==> src/sv/assert_macros.svh <==
// ----------------------------------------------------------------------------
// assert_macros.svh
// Clocked assertion helpers for the RTL.
// ----------------------------------------------------------------------------
`ifndef ASSERT_MACROS_SVH
`define ASSERT_MACROS_SVH

// Property checked at every edge outside reset.
`define ASSERT_CLK(lbl, clk, rst_n, prop, msg) \
  lbl: assert property (@(posedge clk) disable iff (!rst_n) (prop)) else $error(msg);

// Antecedent implies consequent, outside reset.
`define ASSERT_IMPLY(lbl, clk, rst_n, ante, cons, msg) \
  lbl: assert property (@(posedge clk) disable iff (!rst_n) (ante) |-> (cons)) \
    else $error(msg);

`endif

==> src/sv/ift_pkg.sv <==
// ----------------------------------------------------------------------------
// ift_pkg
// Widths, field kinds and grade limits for the impedance fuse trim block.
// ----------------------------------------------------------------------------
`default_nettype none

package ift_pkg;

  localparam int FUSE_W  = 7;
  localparam int KIND_W  = 2;
  localparam int VAL_W   = 6;
  localparam int CODE_W  = 5;
  localparam int GRADE_W = 4;

  // fuse word bit positions
  localparam int FUSE_VALID_BIT = 6;
  localparam int FUSE_DIR_BIT   = 5;

  localparam logic [KIND_W-1:0] KIND_DRVP  = 2'd0;
  localparam logic [KIND_W-1:0] KIND_DRVN  = 2'd1;
  localparam logic [KIND_W-1:0] KIND_ODT_A = 2'd2;
  localparam logic [KIND_W-1:0] KIND_ODT_B = 2'd3;

  localparam logic [VAL_W-1:0] NARROW_MASK = 6'h1f;

  // Weight is W_BASE + W_UNIT * value, every field bit weight being a
  // power-of-two multiple of W_UNIT; the grade thresholds are rescaled
  // onto m = code * (value + M_OFS) so no divide is needed.
  localparam int unsigned W_UNIT    = 2500;
  localparam int unsigned W_BASE    = 10000;
  localparam int unsigned DIV       = 1175;
  localparam int unsigned Q_TOP     = 749;
  localparam int unsigned Q_STEP    = 100;
  localparam int unsigned NUM_STEPS = 8;
  localparam int unsigned M_OFS     = W_BASE / W_UNIT;
  localparam int          M_OFS_W   = VAL_W + 1;
  localparam int          M_W       = CODE_W + M_OFS_W;

  typedef struct packed {
    logic [FUSE_W-1:0] fuse_word;
    logic [KIND_W-1:0] field_kind;
    logic [VAL_W-1:0]  field_value;
  } req_t;

  // Smallest m whose quotient exceeds the upper bound of grade idx.
  function automatic logic [M_W-1:0] grade_lim(input int unsigned idx);
    int unsigned q_max;
    q_max = Q_TOP - (NUM_STEPS - 1 - idx) * Q_STEP;
    return M_W'(((q_max + 1) * DIV + W_UNIT - 1) / W_UNIT);
  endfunction

endpackage

`default_nettype wire

==> src/sv/ift_in_reg.sv <==
// ----------------------------------------------------------------------------
// ift_in_reg
// Request capture register.
// ----------------------------------------------------------------------------
`default_nettype none

module ift_in_reg (
  input  wire logic        clk,
  input  wire logic        rst_n,
  input  wire logic        take,
  input  wire ift_pkg::req_t req_in,
  output logic             req_valid,
  output ift_pkg::req_t    req_out
);

  logic          valid_r;
  ift_pkg::req_t req_r;

  always_ff @(posedge clk) begin
    if (!rst_n) begin
      valid_r <= 1'b0;
    end else begin
      valid_r <= take;
    end
  end

  always_ff @(posedge clk) begin
    if (take) begin
      req_r <= req_in;
    end
  end

  assign req_valid = valid_r;
  assign req_out   = req_r;

endmodule

`default_nettype wire

==> src/sv/ift_calc.sv <==
// ----------------------------------------------------------------------------
// ift_calc
// Grade lookup and field update, with the result register.
// ----------------------------------------------------------------------------
`default_nettype none

module ift_calc (
  input  wire logic                         clk,
  input  wire logic                         rst_n,
  input  wire logic                         req_valid,
  input  wire ift_pkg::req_t                req,
  output logic                              res_valid,
  output logic [ift_pkg::VAL_W-1:0]         res_new_value,
  output logic                              res_applied,
  output logic [ift_pkg::GRADE_W-1:0]       res_grade
);

  logic                          wide;
  logic [ift_pkg::VAL_W-1:0]     val;
  logic [ift_pkg::CODE_W-1:0]    code;
  logic [ift_pkg::M_OFS_W-1:0]   wsum;
  logic [ift_pkg::M_W-1:0]       m;
  logic [ift_pkg::GRADE_W-1:0]   cnt;
  logic                          fuse_ok;
  logic [ift_pkg::VAL_W-1:0]     stepped;

  logic                          valid_r;
  logic [ift_pkg::VAL_W-1:0]     new_value_r, new_value_nxt;
  logic                          applied_r;
  logic [ift_pkg::GRADE_W-1:0]   grade_r, grade_nxt;

  always_comb begin
    wide    = (req.field_kind == ift_pkg::KIND_DRVP) ||
              (req.field_kind == ift_pkg::KIND_DRVN);
    val     = wide ? req.field_value : (req.field_value & ift_pkg::NARROW_MASK);
    code    = req.fuse_word[ift_pkg::CODE_W-1:0];
    fuse_ok = req.fuse_word[ift_pkg::FUSE_VALID_BIT];
    wsum    = ift_pkg::M_OFS_W'(val) + ift_pkg::M_OFS_W'(ift_pkg::M_OFS);
    m       = ift_pkg::M_W'(code) * ift_pkg::M_W'(wsum);

    // grade = number of limits reached
    cnt = '0;
    for (int i = 0; i < int'(ift_pkg::NUM_STEPS); i++) begin
      cnt = cnt + ift_pkg::GRADE_W'(m >= ift_pkg::grade_lim(i));
    end

    if (req.fuse_word[ift_pkg::FUSE_DIR_BIT]) begin
      stepped = val + ift_pkg::VAL_W'(cnt);
    end else begin
      stepped = val - ift_pkg::VAL_W'(cnt);
    end
    if (!wide) begin
      stepped = stepped & ift_pkg::NARROW_MASK;
    end

    new_value_nxt = fuse_ok ? stepped : val;
    grade_nxt     = fuse_ok ? cnt : '0;
  end

  always_ff @(posedge clk) begin
    if (!rst_n) begin
      valid_r <= 1'b0;
    end else begin
      valid_r <= req_valid;
    end
  end

  always_ff @(posedge clk) begin
    if (req_valid) begin
      new_value_r <= new_value_nxt;
      applied_r   <= fuse_ok;
      grade_r     <= grade_nxt;
    end
  end

  assign res_valid     = valid_r;
  assign res_new_value = new_value_r;
  assign res_applied   = applied_r;
  assign res_grade     = grade_r;

endmodule

`default_nettype wire

==> src/sv/impedance_fuse_trim.sv <==
// ----------------------------------------------------------------------------
// impedance_fuse_trim
// Trims one drive or termination code field from a fuse word.
// ----------------------------------------------------------------------------
// A request is taken on every cycle with start high (busy never rises), and
// its result appears for one cycle with out_valid high, after the capture
// register and then the grade logic, which holds a single 5x7-bit multiply
// and eight compares, into the result register. The
// receiver cannot stall, so out_valid must be sampled on the cycle it is high.
`default_nettype none

`include "assert_macros.svh"

module impedance_fuse_trim (
  input  wire logic                          clk,
  input  wire logic                          rst_n,
  input  wire logic                          start,
  output logic                               busy,
  input  wire logic [ift_pkg::FUSE_W-1:0]    in_fuse_word,
  input  wire logic [ift_pkg::KIND_W-1:0]    in_field_kind,
  input  wire logic [ift_pkg::VAL_W-1:0]     in_field_value,
  output logic                               out_valid,
  output logic [ift_pkg::VAL_W-1:0]          out_new_value,
  output logic                               out_applied,
  output logic [ift_pkg::GRADE_W-1:0]        out_grade
);

  ift_pkg::req_t req_in;
  ift_pkg::req_t req_q;
  logic          req_valid;
  logic          take;

  assign busy  = 1'b0;
  assign take  = start && !busy;
  assign req_in = '{fuse_word: in_fuse_word, field_kind: in_field_kind,
                    field_value: in_field_value};

  ift_in_reg u_in_reg (
    .clk       (clk),
    .rst_n     (rst_n),
    .take      (take),
    .req_in    (req_in),
    .req_valid (req_valid),
    .req_out   (req_q)
  );

  ift_calc u_calc (
    .clk           (clk),
    .rst_n         (rst_n),
    .req_valid     (req_valid),
    .req           (req_q),
    .res_valid     (out_valid),
    .res_new_value (out_new_value),
    .res_applied   (out_applied),
    .res_grade     (out_grade)
  );

  `ASSERT_IMPLY(a_no_spurious, clk, rst_n, out_valid, $past(start, 2), "result without request")
  `ASSERT_IMPLY(a_applied, clk, rst_n, out_valid, out_applied == $past(in_fuse_word[6], 2), "applied mismatch")
  `ASSERT_IMPLY(a_idle_grade, clk, rst_n, out_valid && !out_applied, out_grade == '0, "grade without fuse")
  `ASSERT_CLK(a_narrow, clk, rst_n, !(out_valid && $past(in_field_kind[1], 2)) || !out_new_value[5], "narrow field overflow")

endmodule

`default_nettype wire
==> config.mk <==
export PLATFORM = sky130hd
export DESIGN_NAME = impedance_fuse_trim
export DESIGN_NICKNAME = d
export VERILOG_FILES = /design/src/sv/ift_pkg.sv /design/src/sv/ift_in_reg.sv /design/src/sv/ift_calc.sv /design/src/sv/impedance_fuse_trim.sv
export VERILOG_INCLUDE_DIRS = /design/src /design/src/sv
export SDC_FILE = /design/constraint.sdc
export NUM_CORES = 1
export LEC_CHECK = 0
export BUFFER_PORTS_ARGS = -buffer_cell sky130_fd_sc_hd__buf_2
export CAP_MARGIN = 20
export CORE_AREA = 2 2 59 103
export DETAILED_ROUTE_END_ITERATION = 8
export DIE_AREA = 0 0 61 105
export PLACE_DENSITY = 0.67
export SYNTH_ARGS = -nofsm -noshare
export SYNTH_HDL_FRONTEND = slang
export SYNTH_SLANG_ARGS = --single-unit
==> constraint.sdc <==
create_clock -name clk -period 17.75 [get_ports clk]
set_input_delay 5.325 -clock clk [delete_from_list [all_inputs] [get_ports clk]]
set_output_delay 5.325 -clock clk [all_outputs]
set_load 0.1 [all_outputs]
Word-level counts from Yosys, hierarchy flattened
Cells that the tools add are included.
{ "op_classes": {"multipliers": 1, "n_addsub": 10, "n_reduce_logical": 2, "eq_ne": 1, "mux": 4, "magnitude_cmp": 8} }
{ "op_table": {"columns": ["operator", "count"], "rows": [
  ["greater-or-equal comparator 12 x 9 -> 1 bit (second input constant)", 3],
  ["adder 4 x 1 -> 4 bit", 6],
  ["greater-or-equal comparator 12 x 7 -> 1 bit (second input constant)", 2],
  ["greater-or-equal comparator 12 x 8 -> 1 bit (second input constant)", 2],
  ["two-way mux 6 bit", 4],
  ["greater-or-equal comparator 12 x 5 -> 1 bit (second input constant)", 1],
  ["multiplier 5 x 7 -> 12 bit", 1],
  ["adder 6 x 3 -> 7 bit (second input constant)", 1],
  ["adder 6 x 4 -> 6 bit", 1],
  ["subtractor 6 x 4 -> 6 bit", 1],
  ["adder 1 x 1 -> 2 bit", 1],
  ["equality test 2 x 1 -> 1 bit (second input constant)", 1],
  ["logical NOT 2 bit", 1],
  ["logical OR 1 bit", 1]
]} }
{ "word_totals": {"in_bits": 18, "regBits": 28, "wordCells": 34, "output_inout_bits": 13} }

Depth between registers and ports, before layout
{ "depth": {"ltp_word": 17, "depth_mapped": 31, "depth_no_buf": 30} }

By module
From an unflattened synthesis, not the netlist that was laid out.
{ "unflattened": {"cells_unflattened": 293, "hier_area_um2": 2944.1} }
{ "by_module_without_submodules": {"columns": ["mod", "cells_per_inst", "seq_area_each_um2", "instances", "area_per_inst_um2"], "rows": [
  ["ift_calc", 274, 350.3, 1, 2456.1],
  ["ift_in_reg", 17, 470.5, 1, 476.7],
  ["impedance_fuse_trim", 2, 0.0, 1, 11.3]
]} }

Worst setup path after synthesis
No wires, ideal clock.
{ "synth_timing": {"kind": "reg-to-reg", "from": "register u_in_reg.req_r (netlist bit u_in_reg.req_out[2])", "to": "register u_calc.new_value_r (netlist bit u_calc.res_new_value[5]), data pin", "stages_incl_launch_ff": 32, "setup_time_ns": 0.260, "setup_slack_ns": 9.428, "synth_period_minus_slack_ns": 8.322, "t_arrival_ns": 8.062, "cell_sequence": "edfxtp_1 ha_1 xor2_1 and2_1 fa_1 fa_1 inv_1 fa_1 inv_1 ha_1 and2_4 a221oi_4 a21oi_1 o211ai_1 and4b_1 buf_6 nand3_1 fa_1 inv_1 fa_1 fa_1 fa_1 ha_1 nor2_1 a21oi_1 ha_1 a211oi_1 o21bai_1 a21oi_1 xor2_1 nor2_1 mux2_2"} }
{ "synth_via": {"elab_chain_cells": 15, "word_cells_on_any_way": 23, "cone_classes": "add/sub: 10; mul: 1; order compare: 8; mux: 4"} }
{ "synth_rtl": {"columns": ["element", "line_no", "rtl"], "rows": [
  ["from (decl)", "ift_in_reg.sv:17", "ift_pkg::req_t req_r;"],
  ["from (signal assigned)", "ift_in_reg.sv:29", "req_r <= req_in;"],
  ["two-way mux 6 bit (*)", "ift_calc.sv:35", "val = wide ? req.field_value : (req.field_value & ift_pkg::NARROW_MASK);"],
  ["adder 6 x 3 -> 7 bit", "ift_calc.sv:38", "wsum = ift_pkg::M_OFS_W'(val) + ift_pkg::M_OFS_W'(ift_pkg::M_OFS);"],
  ["multiplier 5 x 7 -> 12 bit", "ift_calc.sv:39", "m = ift_pkg::M_W'(code) * ift_pkg::M_W'(wsum);"],
  ["greater-or-equal comparator 12 x 5 -> 1 bit / greater-or-equal comparator 12 x 7 -> 1 bit (equally long branches)", "ift_calc.sv:44", "cnt = cnt + ift_pkg::GRADE_W'(m >= ift_pkg::grade_lim(i));"],
  ["adder 1 x 1 -> 2 bit", "ift_calc.sv:44", null],
  ["adder 4 x 1 -> 4 bit (6 in series)", "ift_calc.sv:44", null],
  ["subtractor 6 x 4 -> 6 bit / adder 6 x 4 -> 6 bit (equally long branches)", "ift_calc.sv:50, ift_calc.sv:48", null],
  ["two-way mux 6 bit (*)", "ift_calc.sv:47", "if (req.fuse_word[ift_pkg::FUSE_DIR_BIT]) begin"],
  ["two-way mux 6 bit (*)", "ift_calc.sv:52", "if (!wide) begin"],
  ["two-way mux 6 bit (*)", "ift_calc.sv:56", "new_value_nxt = fuse_ok ? stepped : val;"],
  ["named net u_calc.new_value_nxt, one bit", "ift_calc.sv:28", "logic [ift_pkg::VAL_W-1:0] new_value_r, new_value_nxt;"],
  ["to (signal assigned)", "ift_calc.sv:70", "new_value_r <= new_value_nxt;"],
  ["to (decl)", "ift_calc.sv:28", null]
]} }
The timed path passes the listed nets; every way through them passes the cells marked *.
A chain may end at the register's enable or synchronous reset.

Final worst setup path
Same ends and word-level chain as after synthesis.

==> impl_results.md <==
- Outcome: finished, final reports clean
- PortBufs: 28
- Max_cap viols: 0
- Fmax: 107.3 MHz
- CTS Hold Bufs: 0
- GRT busiest layer: met2
- Drt via density: between 5 and 6
- Final Hold Fails: 0
- Post-CTS Setup Bufs: 0
- YS warnings: 0
- Slowest stage cell on the critical path: fa_1
- Worst setup path category: flip-flop to flip-flop
- Grt met2 use: 0.3003
- Clock transition at the registers of the reported paths: approximately 90 ps
- Layout area overhead: 9.781%
- Endpoints failing setup: 0
- Post-Synthesis Cells: between 200 and 300
- RSZ-0062 raised after global routing: false
- Routed wire length: 4813 um
- Htree depth: 1
- DRT iter0 DRCs: 26
- First-pass GRT wire length: between 8000 and 9000 um
- Netlist Area Pre-Place: roughly 2600 sq um
- Core Area: roughly 5500 sq um
- CTS Buffer Depth: 2
- Met3 Use GR: 0.01361
- Post-layout min period: between 9000 and 10000 ps
- Via count: approximately 1900
- TritonCTS clock tree: yes
- Crit path launch type: flip-flop
- Root Driver: clkbuf_8
- Gr usage total: 0.1681
- Drt first pass iters: 4
- Slew @ Worst Pin: roughly 710 ps
- Clock Sinks: 27
- WP data required: ~18000 ps
- Relative slew slack: 0.5245
- DP Wirelength: between 4000 and 5000 um
- Post-synth top flop: edfxtp_1
- Critical path capture point type: flip-flop
- Routability cong.: around 0.84
- Cts bufs inserted: 3
- GRT overflow: 0
- EDFF count, synth: 25
- Die X-Extent: about 61 um
- Io pins: 31
- Initial Utilization: 0.4756
- Vias in the first global route: between 1500 and 2000
- Antenna diodes: 0
- Hold WS: approximately 690 ps
- Avg Synthesized Cell Area: between 10 and 15 sq um
- Data arrival, critical path: 9350 ps
- Largest net degree at the start of global routing: 16
- CTS resizes: 0
- DRC Markers: 0
- Seq/Total Area, Yosys: 0.3001
- Worst-Skew Late Latency: between 200 and 300 ps
- CP dominant cell by count: fa_1
- Num rows: 36
- Post-route antenna net violation count: 0
- Hold WC Path Type: flip-flop to flip-flop
- Initial antenna violation count: 0
- Crit-path max FO: 9
- Die area: 6405 sq um
- Slowest stage delay, CP: slightly below 600 ps
- Worst Skew: 12.00 ps
- Syn_nets: ~330
- Nets: 357
- Layout cells sized above 1: 0.1354
- Tcrit/Tclk final: 0.5249
- DIE HEIGHT: between 100 and 150 um
- GR Util met1: 0.1863
- Yosys reg bits: 27
- Setup TNS: 0 ps
- Max-slew violations: 0
- Routed len/inst: roughly 13 um
- Yosys cell types: 40
- Fraction of registers with async set/reset: 0
-- cell usage after synthesis, types with 2 or more instances --
library cell | instances | share of area
ha_1 | 30 | 0.14
inv_1 | 29 | 0.041
edfxtp_1 | 25 | 0.28
and2_1 | 20 | 0.047
fa_1 | 20 | 0.15
nand2_1 | 19 | 0.027
a21oi_1 | 16 | 0.030
nor2_1 | 16 | 0.023
xnor2_1 | 10 | 0.033
a21o_1 | 7 | 0.020
nor2b_1 | 6 | 0.014
o21ai_0 | 6 | 0.011
xor2_1 | 6 | 0.020
nand2b_1 | 5 | 0.012
a31oi_1 | 4 | 0.0095
mux2_2 | 4 | 0.017
a211oi_1 | 3 | 0.0085
nand3_1 | 3 | 0.0057
nor3_1 | 3 | 0.0057
and3_1 | 2 | 0.0047
dfxtp_1 | 2 | 0.015
o2111ai_1 | 2 | 0.0066
o211ai_1 | 2 | 0.0057
o21a_1 | 2 | 0.0057
o21ai_1 | 2 | 0.0038
-- metal layers --
layer | up-vias | wire, um | share of wire
li1 | 951 | - | -
met4 | 0 | 244 | 0.051
met1 | 901 | 1870 | 0.39
met3 | 17 | 139 | 0.029
met2 | 50 | 2558 | 0.53
met5 | - | 0 | 0
-- flip-flops by register name, indices dropped and copies added (netlist names) --
name	count
u_calc.res_applied	1
u_calc.res_grade	4
u_calc.res_new_value	6
u_calc.res_valid	1
u_in_reg.req_out	14
u_in_reg.req_valid	1
-- final cells by class --
cell class,count,area (sq um)
Sequential cell,27,790.8
Multi-Input combinational cell,200,1713
Timing Repair Buffer,28,140.1
Tap cell,76,95.09
Clock buffer,4,45.04
Inverter,29,108.9
Fill cell,514,2648
-- kinds of logic after synthesis --
kind of cell,count (synthesis),share of synthesized area
other,1,0.001423
AO/OA/AOI/OAI,51,0.1325
XOR/XNOR,16,0.05318
adder cells (fa/ha/maj),50,0.2944
AND/OR/NAND/NOR,78,0.1515
flip-flops,27,0.3001
buffers and inverters,32,0.04986
multiplexers,4,0.01709
-- worst paths after layout --
kind                                 start                                end  slack (ps)  cells past startpoint
max          u_in_reg.req_out[2]$_DFFE_PP_  u_calc.res_new_value[5]$_DFFE_PP_        8430                     30
min          u_in_reg.req_out[5]$_DFFE_PP_  u_calc.res_new_value[5]$_DFFE_PP_         690                      2
max reg2reg  u_in_reg.req_out[2]$_DFFE_PP_  u_calc.res_new_value[5]$_DFFE_PP_        8430                     30
min reg2reg  u_in_reg.req_out[5]$_DFFE_PP_  u_calc.res_new_value[5]$_DFFE_PP_         690                      2
-- worst max-delay path, delay by kind of cell (launching register included) --
| kind | cells | cell delay (ps) |
|---|---|---|
| XOR/XNOR | 2 | 410 |
| AND/OR/NAND/NOR | 6 | 1230 |
| adder cells (fa/ha/maj) | 11 | 4900 |
| flip-flops | 1 | 540 |
| buffers and inverters | 3 | 150 |
| multiplexers | 1 | 350 |
| AO/OA/AOI/OAI | 7 | 1500 |
-- placed cells by master (no fill, tap or decap), drive strengths merged, types with 3 or more instances in the layout --
cell and n:
buf 28, ha 30, a21o 7, a31oi 4, and2 21, nor3 3
inv 29, nand3 3, xor2 6, nand2b 5, o21ai 8, nor2b 6
edfxtp 25, mux2 4, a21oi 16, clkbuf 4, a211oi 3, nor2 16
nand2 19, xnor2 10, fa 20
-- stage by stage --
| stage | instances | worst slack [ps] | util | cell area, sq um |
|---|---|---|---|---|
| floorplan | 259 | 9428 | - | 2635 |
| global placement | 360 | 8542 | 0.5140 | 2848 |
| detailed placement | 360 | 8483 | 0.5140 | 2848 |
| CTS | 364 | 8472 | 0.5221 | 2893 |
| global route | 364 | 7917 | 0.5221 | 2893 |
| finish | 364 | 8433 | 0.5221 | 2893 |
Power is left out: the tool's default activity adds up to more than one toggle a clock period on the data nets, which glitch-free logic cannot reach.
